===== config.mk =====
export PLATFORM = sky130hd
export DESIGN_NAME = linear_double_ended_queue_core
export DESIGN_NICKNAME = d
export VERILOG_FILES = /design/src/hdl/ldeq_pkg.sv /design/src/hdl/ldeq_ctrl.sv /design/src/hdl/ldeq_dp.sv /design/src/hdl/linear_double_ended_queue_core.sv
export SDC_FILE = /design/constraint.sdc
export NUM_CORES = 1
export LEC_CHECK = 0
export ABC_AREA = 1
export BUFFER_PORTS_ARGS = -buffer_cell sky130_fd_sc_hd__buf_2
export CORE_MARGIN = 5
export CORE_UTILIZATION = 60
export CTS_BUF_LIST = sky130_fd_sc_hd__clkbuf_8
export CTS_CLUSTER_SIZE = 24
export DETAILED_ROUTE_END_ITERATION = 8
export PLACE_DENSITY_LB_ADDON = 0.05
export SLEW_MARGIN = 40
export SYNTH_ARGS = -nofsm -noshare
export SYNTH_HDL_FRONTEND = slang
export SYNTH_SLANG_ARGS = --single-unit

===== constraint.sdc =====
create_clock -name i_clk -period 7.46 [get_ports i_clk]
set_input_delay 1.492 -clock i_clk [delete_from_list [all_inputs] [get_ports i_clk]]
set_output_delay 1.492 -clock i_clk [all_outputs]
set_load 0.005 [all_outputs]

===== src/hdl/ldeq_pkg.sv =====
// Shared types and constants for the linear double-ended queue core.
`default_nettype none
package ldeq_pkg;

    localparam int DEPTH  = 8;
    localparam int IDX_W  = $clog2(DEPTH);
    localparam int DATA_W = 32;

    typedef enum logic [1:0] {
        REQ_PUSH_FRONT = 2'd0,
        REQ_POP_FRONT  = 2'd1,
        REQ_PUSH_REAR  = 2'd2,
        REQ_POP_REAR   = 2'd3
    } t_req;

    typedef enum logic [1:0] {
        ST_DONE  = 2'd0,
        ST_FULL  = 2'd1,
        ST_EMPTY = 2'd2,
        ST_RSVD  = 2'd3
    } t_status;

    typedef struct packed {
        logic load;   // capture the request item
        logic exec;   // update indices, touch the slot store
    } t_ctrl_cmd;

endpackage
`default_nettype wire


===== src/hdl/ldeq_ctrl.sv =====
// Request sequencer: accept, execute, then strobe the result for one cycle.
`default_nettype none
module ldeq_ctrl
    import ldeq_pkg::*;
(
    input  wire logic i_clk,
    input  wire logic i_rst_n,
    input  wire logic start,
    output logic      busy,
    output logic      o_valid,
    output t_ctrl_cmd o_cmd
);

    typedef enum logic [2:0] {
        S_IDLE = 3'b001,
        S_EXEC = 3'b010,
        S_RESP = 3'b100
    } t_state;

    t_state r_state, n_state;

    always_comb begin
        n_state = r_state;
        unique case (r_state)
            S_IDLE: if (start) n_state = S_EXEC;
            S_EXEC: n_state = S_RESP;
            S_RESP: n_state = S_IDLE;
            default: n_state = S_IDLE;
        endcase
    end

    always_ff @(posedge i_clk) begin
        if (!i_rst_n) begin
            r_state <= S_IDLE;
        end else begin
            r_state <= n_state;
        end
    end

    assign busy       = (r_state != S_IDLE);
    assign o_valid    = (r_state == S_RESP);
    assign o_cmd.load = (r_state == S_IDLE) && start;
    assign o_cmd.exec = (r_state == S_EXEC);

endmodule
`default_nettype wire


===== src/hdl/ldeq_dp.sv =====
// Deque datapath: top/bottom indices, empty flag, slot store and result registers.
`default_nettype none
module ldeq_dp
    import ldeq_pkg::*;
(
    input  wire logic              i_clk,
    input  wire logic              i_rst_n,
    input  wire t_ctrl_cmd         i_cmd,
    input  wire logic [1:0]        i_req_type,
    input  wire logic [DATA_W-1:0] i_push_value,
    output logic [1:0]             o_status,
    output logic [DATA_W-1:0]      o_pop_value,
    output logic                   o_now_empty
);

    logic [DATA_W-1:0] r_mem [DEPTH];

    t_req              r_req;
    logic [DATA_W-1:0] r_value;
    logic [IDX_W-1:0]  r_top, n_top;
    logic [IDX_W-1:0]  r_bot, n_bot;
    logic              r_empty, n_empty;
    t_status           r_status, n_status;
    logic [DATA_W-1:0] r_pop_value;

    logic              wr_en;
    logic [IDX_W-1:0]  wr_addr;
    logic              rd_en;
    logic [IDX_W-1:0]  rd_addr;

    localparam logic [IDX_W-1:0] LAST_IDX = IDX_W'(DEPTH - 1);

    always_comb begin
        n_top    = r_top;
        n_bot    = r_bot;
        n_empty  = r_empty;
        n_status = ST_DONE;
        wr_en    = 1'b0;
        wr_addr  = '0;
        rd_en    = 1'b0;
        rd_addr  = r_top;
        unique case (r_req)
            REQ_PUSH_FRONT, REQ_PUSH_REAR: begin
                if (r_empty) begin
                    // first item lands at slot 0 whichever end
                    n_top   = '0;
                    n_bot   = '0;
                    n_empty = 1'b0;
                    wr_en   = 1'b1;
                    wr_addr = '0;
                end else if (r_req == REQ_PUSH_FRONT) begin
                    if (r_top == LAST_IDX) begin
                        n_status = ST_FULL;
                    end else begin
                        n_top   = r_top + 1'b1;
                        wr_en   = 1'b1;
                        wr_addr = r_top + 1'b1;
                    end
                end else begin
                    // no wrap: rear is full at slot 0
                    if (r_bot == '0) begin
                        n_status = ST_FULL;
                    end else begin
                        n_bot   = r_bot - 1'b1;
                        wr_en   = 1'b1;
                        wr_addr = r_bot - 1'b1;
                    end
                end
            end
            REQ_POP_FRONT, REQ_POP_REAR: begin
                if (r_empty) begin
                    n_status = ST_EMPTY;
                end else begin
                    rd_en   = 1'b1;
                    rd_addr = (r_req == REQ_POP_FRONT) ? r_top : r_bot;
                    if (r_top == r_bot) begin
                        n_empty = 1'b1;
                        n_top   = '0;
                        n_bot   = '0;
                    end else if (r_req == REQ_POP_FRONT) begin
                        n_top = r_top - 1'b1;
                    end else begin
                        n_bot = r_bot + 1'b1;
                    end
                end
            end
            default: n_status = ST_DONE;
        endcase
    end

    always_ff @(posedge i_clk) begin
        if (!i_rst_n) begin
            r_top   <= '0;
            r_bot   <= '0;
            r_empty <= 1'b1;
        end else if (i_cmd.exec) begin
            r_top   <= n_top;
            r_bot   <= n_bot;
            r_empty <= n_empty;
        end
    end

    always_ff @(posedge i_clk) begin
        if (i_cmd.load) begin
            r_req   <= t_req'(i_req_type);
            r_value <= i_push_value;
        end
        if (i_cmd.exec) begin
            r_status    <= n_status;
            r_pop_value <= rd_en ? r_mem[rd_addr] : '0;
        end
    end

    always_ff @(posedge i_clk) begin
        if (i_cmd.exec && wr_en) begin
            r_mem[wr_addr] <= r_value;
        end
    end

    assign o_status    = r_status;
    assign o_pop_value = r_pop_value;
    assign o_now_empty = r_empty;

endmodule
`default_nettype wire


===== src/hdl/linear_double_ended_queue_core.sv =====
// Top level of the linear double-ended queue core.
//
// Linear (non-wrapping) double-ended queue of eight 32-bit slots. Raise start
// with a request while busy is low; the item is taken at that edge and busy
// stays high through the execute and result cycles that follow. The result
// is on the ports in the second of those cycles, for exactly one cycle with
// o_valid high, and must be taken then: there is no back-pressure. Each request
// passes a capture cycle, an execute cycle that updates the indices and reads
// or writes the slot store, and the result cycle; a new one is taken only after
// it. A front push is refused at the last slot and a rear push at slot 0, even
// with room at the other end. o_now_empty reflects the deque after the request.
`default_nettype none
module linear_double_ended_queue_core
    import ldeq_pkg::*;
(
    input  wire logic              i_clk,
    input  wire logic              i_rst_n,
    input  wire logic              start,
    output logic                   busy,
    input  wire logic [1:0]        i_req_type,
    input  wire logic [DATA_W-1:0] i_push_value,
    output logic                   o_valid,
    output logic [1:0]             o_status,
    output logic [DATA_W-1:0]      o_pop_value,
    output logic                   o_now_empty
);

    t_ctrl_cmd cmd;

    ldeq_ctrl u_ctrl (
        .i_clk   (i_clk),
        .i_rst_n (i_rst_n),
        .start   (start),
        .busy    (busy),
        .o_valid (o_valid),
        .o_cmd   (cmd)
    );

    ldeq_dp u_dp (
        .i_clk        (i_clk),
        .i_rst_n      (i_rst_n),
        .i_cmd        (cmd),
        .i_req_type   (i_req_type),
        .i_push_value (i_push_value),
        .o_status     (o_status),
        .o_pop_value  (o_pop_value),
        .o_now_empty  (o_now_empty)
    );

endmodule
`default_nettype wire

==> run summary, run 1 <==
Relative to the synthesized area, the layout overhead comes to 12.1%. Cell internal power was estimated by the tool at roughly 2.8 mW. The final routed DRC violation total came out at 0. Once the floorplan was initialized, standard cells occupied between 60% and 70% of the core. The clock buffer count from CTS is 53.

The actual slew at the worst max-slew pin came out at between 0.7 and 0.8 ns. The H-tree depth is 2. The row count is between 50 and 60. The floorplan step defined a core boundary enclosing between 20,000 and 25,000 µm². Yosys printed 0 warnings. The post-synthesis cell type with the largest combined area is sky130_fd_sc_hd__edfxtp_1. The die outline height came out at 161 µm. The cell family contributing the most delay on the critical path is buffers and inverters.

The largest single stage delay on the critical path is 0.73 ns. The number of register bits inferred by synthesis is around 330. The largest net degree at the start of global routing came out at 81. The setup TNS is 0 ns.

The worst slew margin relative to its limit came out at 49.2%. The total die area came out at 26,000 µm². The HPWL reported at the end of detailed placement is between 15,000 and 20,000 µm.

The count of port buffers added during placement is 73. The total power divided by cell area came out at 228 nW/µm². By area the synthesized netlist is led by sky130_fd_sc_hd__edfxtp_1 71%, sky130_fd_sc_hd__nand2_1 7.0%, sky130_fd_sc_hd__nand3_1 3.8%. The root buffer cell chosen for the clock tree is sky130_fd_sc_hd__clkbuf_8. The layout filler cell count is 1,647.

The clock edge transition at the registers on the reported setup and hold paths came out at 0.06 ns. The clock latency of the later-clocked register in the worst-skew pair is 0.58 ns. The synthesized netlist net count came out at between 1,000 and 1,500.

The combined buffer and inverter count along the critical path came out at 2. The number of DRC violations after detailed-routing iteration 0 is roughly 580. The maximum count of clock buffers along a single path came out at 3. The worst clock skew came out at 0.0239 ns. The worst hold margin is 0.597 ns. The switching power is 746 µW. In the final layout, the multi-input gates occupy 3130 µm². The final worst setup slack is 4.09 ns.

The cell type of the slowest stage on the worst timing path is sky130_fd_sc_hd__inv_2. The average instance in the mapped netlist occupies 11.7 µm². The setup slack of the most critical reg-to-reg path came out at 4.09 ns. The share of power burned in combinational logic came out at 2.2%. The antenna cell count is 0. The final weighted congestion of routability-driven global placement is 0.881. The maximum achievable frequency came out at 297 MHz.

The first-pass GRT wire length came out at between 40,000 and 50,000 µm. Setup repair after global routing left no endpoint under its margin. The buffer count from post-CTS setup fixing came out at 0. The share of the cycle needed by the critical path after routing is a little under half. Prior to clock tree synthesis, the placed netlist has a worst setup slack of 4.11 ns.

STA classifies the critical path startpoint as a flop. The worst hold path class is reg -> reg. The count of final setup violators is 0. The category of the critical setup timing path is reg -> reg.

The time the worst path needs with I/O delays and setup came out at 3.37 ns. The vias per cell came out at 5.37. The number of hold violations in the final report came out at 0. The element type at the critical path end is a flop. For the worst setup path, the data required time is 7.90 ns.

The critical path goes through nand3_4 -> nand2_2 -> buf_4 -> nand2_4 -> inv_2 -> nand2_1 -> a21oi_1 -> nor2_1 -> nor2_1. TritonCTS built the clock tree. The clock network fraction of design power is 37.8%. The final count of pins violating max slew is 0. The post-synthesis instance area is ~14,000 µm². The number of antenna violations at the first check in global routing is 0.

In this run the remaining antenna-violating nets after routing total 0. The number of global-route vias before repair is 8,367. The final layout contains routed wiring with a total length of between 20,000 and 30,000 µm.

The number of gates resized after CTS came out at 0. IR analysis of the VDD net gives a maximum drop of 137 µV. The cell leakage power is 5.76 nW.

The sequential cell area is ~9900 µm². Net switching is 21.2% of the power. The post-synthesis cell count came out at 1,172.

The cell that appears most often on the critical path is sky130_fd_sc_hd__nor2_1. The final layout net count is 1,307. In this run the biggest area consumer among cell types represents 70.8% of the synthesized area.

The flow ran to the end, and the final reports show no timing, DRC or antenna violations. The count of vias placed by the detailed router came out at 8,523. The iteration count of the initial detailed-routing pass came out at 4. The sequential power share came out at 60.1%. In this run, post-CTS hold repair placed 0 buffers. In this run the worst path has a maximum fanout of 65. Across the run, the number of max-cap violations was 0. The sequential share of the synthesized area came out at 72.3%. The count of distinct cell types in the synthesized netlist is 22. The CTS sink count came out at 334. Global routing used between 20% and 30% of the available tracks across all layers. The number of top-level design ports is 74. In this run the horizontal extent of the chip is approximately 160 µm. The completed layout was analyzed and its total power is 3.52 mW. Summed over all layers, the global routing overflow is 0.

The layout cell share with drive strength beyond 1 is between 10% and 20%. Data on the critical path arrives at its endpoint at between 3 and 4 ns. The wire length per cell came out at 17.5 µm.
power groups by stage:
stage	Combinational [mW]	Sequential (mW)	Clock (mW)
after floorplan	0.0492	2.14	0
after global placement	0.0748	2.15	0
after detailed placement	0.0762	2.15	0
after CTS	0.0765	2.11	1.36
after global routing	0.0860	2.12	1.46
final	0.0760	2.11	1.33
kinds of logic (layout without fill, tap and decap cells):
group | Yosys count | count (layout) | synth area share, %
buffers and inverters | 182 | 311 | 5.51
XOR/XNOR | 3 | 3 | 0.191
AO/OA/AOI/OAI | 82 | 82 | 3.06
AND/OR/NAND/NOR | 564 | 564 | 18.3
flip-flops | 334 | 334 | 72.3
adder cells (fa/ha/maj) | 7 | 7 | 0.637
state kept, by name (all words and copies together) (netlist names):
register / count
u_dp.o_pop_value: 32
u_dp.r_mem: 256
u_dp.r_top: 3
u_dp.o_status: 2
u_ctrl.r_state: 3
u_dp.o_now_empty: 1
u_dp.r_bot: 3
u_dp.r_req: 2
u_dp.r_value: 32
worst register-to-register path, stage by stage, from the launching register on:
cell and delay (ns):
sky130_fd_sc_hd__edfxtp_1 0.61, sky130_fd_sc_hd__nand3_4 0.17, sky130_fd_sc_hd__nand2_2 0.09, sky130_fd_sc_hd__buf_4 0.59, sky130_fd_sc_hd__nand2_4 0.55, sky130_fd_sc_hd__inv_2 0.75
sky130_fd_sc_hd__nand2_1 0.13, sky130_fd_sc_hd__a21oi_1 0.17, sky130_fd_sc_hd__nor2_1 0.07, sky130_fd_sc_hd__nor2_1 0.09
worst paths after layout:
path,start,to,cells after the start
setup reg to reg,u_dp.r_req[0],u_dp.o_pop_value[8],9
setup / recovery,u_dp.r_req[0],u_dp.o_pop_value[8],9
hold reg to reg,u_dp.r_value[8],u_dp.r_mem[3][8],0
hold / removal,u_dp.r_value[8],u_dp.r_mem[3][8],0
cell usage in the layout (no fill, tap or decap), types with 3 or more instances in the layout:
cell type                  netlist  layout
sky130_fd_sc_hd__nor2_1        130     121
sky130_fd_sc_hd__o21ai_0        40      40
sky130_fd_sc_hd__nand4_1         3       3
sky130_fd_sc_hd__buf_4           9      15
sky130_fd_sc_hd__clkinv_2        0       7
sky130_fd_sc_hd__buf_16          0       3
sky130_fd_sc_hd__xnor2_1         3       3
sky130_fd_sc_hd__buf_2          32      73
sky130_fd_sc_hd__nand2_1       256     255
sky130_fd_sc_hd__nor3_1          5       5
sky130_fd_sc_hd__inv_1         121     137
sky130_fd_sc_hd__clkbuf_8        0      53
sky130_fd_sc_hd__ha_1            7       7
sky130_fd_sc_hd__dfxtp_1        10      10
sky130_fd_sc_hd__edfxtp_1      324     324
sky130_fd_sc_hd__nand3b_1       64      64
sky130_fd_sc_hd__clkinv_1        0      14
sky130_fd_sc_hd__buf_8           0       3
sky130_fd_sc_hd__nor2_4          0       9
sky130_fd_sc_hd__a21oi_1        39      39
sky130_fd_sc_hd__nand3_1       104     104
cell usage after synthesis:
cell type / n
sky130_fd_sc_hd__edfxtp_1: 324
sky130_fd_sc_hd__nand2_1: 256
sky130_fd_sc_hd__nor2_1: 130
sky130_fd_sc_hd__inv_1: 121
sky130_fd_sc_hd__nand3_1: 104
sky130_fd_sc_hd__nand3b_1: 64
sky130_fd_sc_hd__o21ai_0: 40
sky130_fd_sc_hd__a21oi_1: 39
sky130_fd_sc_hd__buf_2: 32
sky130_fd_sc_hd__clkbuf_1: 12
sky130_fd_sc_hd__dfxtp_1: 10
sky130_fd_sc_hd__buf_4: 9
sky130_fd_sc_hd__ha_1: 7
sky130_fd_sc_hd__buf_1: 6
sky130_fd_sc_hd__nor3_1: 5
sky130_fd_sc_hd__nand4_1: 3
sky130_fd_sc_hd__xnor2_1: 3
sky130_fd_sc_hd__inv_2: 2
sky130_fd_sc_hd__o21ai_2: 2
sky130_fd_sc_hd__nand2_2: 1
sky130_fd_sc_hd__nand3_4: 1
sky130_fd_sc_hd__o21bai_1: 1
cell type report:
class,instances,area share [%]
Tap cell,285,2.32
Inverter,123,3.00
Sequential cell,334,64.5
Timing Repair Buffer,95,4.01
Multi-Input combinational cell,656,20.4
Clock buffer,53,4.74
Clock inverter,40,1.12
stage by stage:
| stage | cell area (µm²) | std cells | utilization, % |
|---|---|---|---|
| detailed placement | 14500 | 1493 | 64.2 |
| finish | 15400 | 1586 | 68.2 |
| floorplan | 13700 | 1172 | - |
| global route | 15400 | 1586 | 68.2 |
| CTS | 15400 | 1586 | 68.2 |
| global placement | 14400 | 1487 | 63.7 |
routing by layer:
layer | track usage (%) | part of all wire [%] | vias up
li1 | - | - | 4159
met1 | 29.6 | 43 | 4068
met2 | 36.3 | 49 | 243
met3 | 3.73 | 6.1 | 53
met4 | 6.48 | 1.9 | 0
met5 | 0 | 0 | -
(Power assumes the default switching activity.)
==> run 2: changes to the inputs <==
- CORE_UTILIZATION: 60 -> 57
- clock period: 7.46 -> 3.1 ns (I/O delays scaled with it)
==> run 2 against run 1 <==
Net effect:
- design area is 0.81% higher
- die area rose by 4.9%
- final cell count up 2.8%
- register-to-register slack got worse by 3.7 ns
==> run summary, run 2 (same netlist as run 1, synthesis figures left out) <==
The first-pass GRT wire length came to 44,200 µm (+0.11%). The final routed DRC violation total came out at 0 (unchanged). The multi-input logic area is 3130 µm² (unchanged). The cell leakage power came out at 5.80 nW (+0.63%). The element type at the critical path end is a flop.

The library cell used most frequently in the layout, excluding fill and tap cells, is sky130_fd_sc_hd__edfxtp_1. The maximum count of clock buffers along a single path was 3 (unchanged). The cts-stage hold buffer count came out at 0 (unchanged). The data required time of the worst path is 3.31 ns (-4.59 ns). The clock buffer count from CTS is 52 (-1.9%). The final weighted congestion of routability-driven global placement came out at 0.812 (-7.9%). The final count of pins violating max slew was 0 (unchanged). The worst ir drop on vdd is 462 µV (+240%). Ranked by flip-flop count, first place goes to u_dp.r_mem. The worst slack at placement is 0.410 ns (-3.70 ns). The instance area at placement came out at 14,600 µm² (+0.79%). In this run the worst hold path is classified as in -> reg. The worst slew margin relative to its limit is 47.2% (-2.0 points). The final layout net count was 1,317 (+0.77%). The number of top-level design ports is 74 (unchanged).

The count of port buffers added during placement is 73 (unchanged). The clock latency of the later-clocked register in the worst-skew pair came out at 0.57 ns (about the same). The number of hold violations in the final report came to 0 (unchanged). The total of max-cap violations came out at 0 (unchanged). The worst clock skew is 0.0294 ns (+0.00545 ns). The starting density of the core is 58.2% (-2.7 points). The worst setup path is of the reg -> reg kind. The top cell types in the final layout, fill and taps aside, are 324 x sky130_fd_sc_hd__edfxtp_1, 255 x sky130_fd_sc_hd__nand2_1, 134 x sky130_fd_sc_hd__inv_1, 121 x sky130_fd_sc_hd__nor2_1, 104 x sky130_fd_sc_hd__nand3_1. The count of final setup violators came out at 0 (unchanged). The buffer count from post-CTS setup fixing came to 0 (unchanged). The iteration count of the initial detailed-routing pass came out at 5 (+1). The vias per cell came out at 5.16 (-3.9%).

The row count is 56 (+1.8%). The total power divided by cell area came out at 549 nW/µm² (+140%). The post-synthesis to final-layout area growth came out at 13.0%. The largest net degree at the start of global routing came out at 100 (+23%). The top fanout value on the critical path is 24 (-63%). The tree is rooted in a sky130_fd_sc_hd__clkbuf_8. The antenna cell count is 0 (unchanged). The sequential cell area is 9930 µm² (unchanged). The count of vias placed by the detailed router is 8,415 (-1.3%). The overall die width came to 165 µm (+2.4%). The number of DRC violations after detailed-routing iteration 0 was 598 (+3.3%). The final routed wirelength across all metal layers came out at 27,700 µm (-0.39%). The flip-flop count of the largest register after layout came out at 256 (unchanged). Setup repair after global routing left no endpoint under its margin. The overall fraction of global-route tracks in use came to 20.9% (-0.85 points). The layout filler cell count came out at 1,845 (+12%). The HPWL reported at the end of detailed placement came out at 16,000 µm (+5.3%).

The antenna violation net count after detailed routing came out at 0 (unchanged). The share of the cycle needed by the critical path after routing is 87.5% (+42 points). Traced cell by cell, the critical path runs through inv_1 -> ha_1 -> ha_1 -> inv_1 -> a21oi_1 -> o21ai_0 -> nand4_1 -> nor2_4 -> buf_4. The clock edge transition at the registers on the reported setup and hold paths came to 0.06 ns (about the same). The worst path arrival time came to 2.93 ns (-0.88 ns). TritonCTS built the clock tree. The number of global-route vias before repair was 8,315 (-0.62%). The maximum achievable frequency was 369 MHz (+24%). The CTS sink count came to 334 (unchanged). The peak per-stage delay on the critical path is 0.47 ns (-0.26 ns).

The H-tree depth came out at 2 (unchanged). The final worst setup slack is 0.389 ns (-3.70 ns). The layout cell share with drive strength beyond 1 is 13.9% (+0.51 points).

The cell type of the slowest stage on the worst timing path is sky130_fd_sc_hd__nand4_1. The number of gates resized after CTS came out at 0 (unchanged). The wire length per cell came out at 17.0 µm (-3.1%). The setup TNS is 0 ns (unchanged). The core footprint came out at 23,600 µm² (+4.6%). The actual slew at the worst max-slew pin was 0.787 ns (+0.0251 ns).

The summed area of non-filler cells in the final layout is 15,500 µm² (+0.81%). The worst hold margin came to 0.224 ns (-0.373 ns). The run finished with clean final reports. The total die area came out at 27,300 µm² (+4.9%).

The die outline height came to 165 µm (+2.4%). The number of antenna violations at the first check in global routing came to 0 (unchanged). The time the worst path needs with I/O delays and setup came to 2.71 ns (-0.660 ns). STA classifies the critical path startpoint as a flop. The total global routing overflow came out at 0 (unchanged).
run 2: stage by stage:
step	cells	total power [mW]	util (%)
global placement	1538	5.37	61.9
global route	1630	8.86	65.8
floorplan	1172	5.26	-
detailed placement	1538	5.37	61.9
finish	1630	8.53	65.8
CTS	1630	8.61	65.8
run 2: layout make-up:
class	instances	share of cell area (%)
sequential	334	64.0
multi-input combinational	656	20.2
clock buffer	52	4.61
timing repair buffer	106	4.43
inverter	123	2.97
tap	319	2.57
clock inverter	40	1.27
run 2: worst max-delay path: cells and delay by family, from the launching register on:
| kind | cells | cell delay, ns |
|---|---|---|
| AND/OR/NAND/NOR | 2 | 0.68 |
| buffers and inverters | 3 | 0.59 |
| adder cells (fa/ha/maj) | 2 | 0.48 |
| flip-flops | 1 | 0.41 |
| AO/OA/AOI/OAI | 2 | 0.21 |
run 2: final timing paths:
| kind | from | end | slack [ns] | cells after the start |
|---|---|---|---|---|
| hold reg to reg | u_dp.r_value[12] | u_dp.r_mem[6][12] | 0.60 | 0 |
| hold / removal | i_push_value[21] | u_dp.r_value[21] | 0.22 | 1 |
| setup reg to reg | u_dp.r_bot[0] | u_dp.r_mem[6][25] | 0.39 | 9 |
| setup / recovery | u_dp.r_bot[0] | u_dp.r_mem[6][25] | 0.39 | 9 |
run 2: per-layer routing:
| metal | vias to the layer above | global-route usage [%] | routed length [µm] |
|---|---|---|---|
| li1 | 4182 | - | - |
| met1 | 3961 | 28.8 | 12200 |
| met2 | 234 | 34.9 | 13300 |
| met3 | 38 | 3.60 | 1720 |
| met4 | 0 | 5.07 | 449 |
| met5 | - | 0 | 0 |
run 2: power by group:
part	internal [mW]	total, mW	switching [mW]
clock network	1.65	3.25	1.60
logic	0.0647	0.192	0.127
registers	5.01	5.09	0.0724
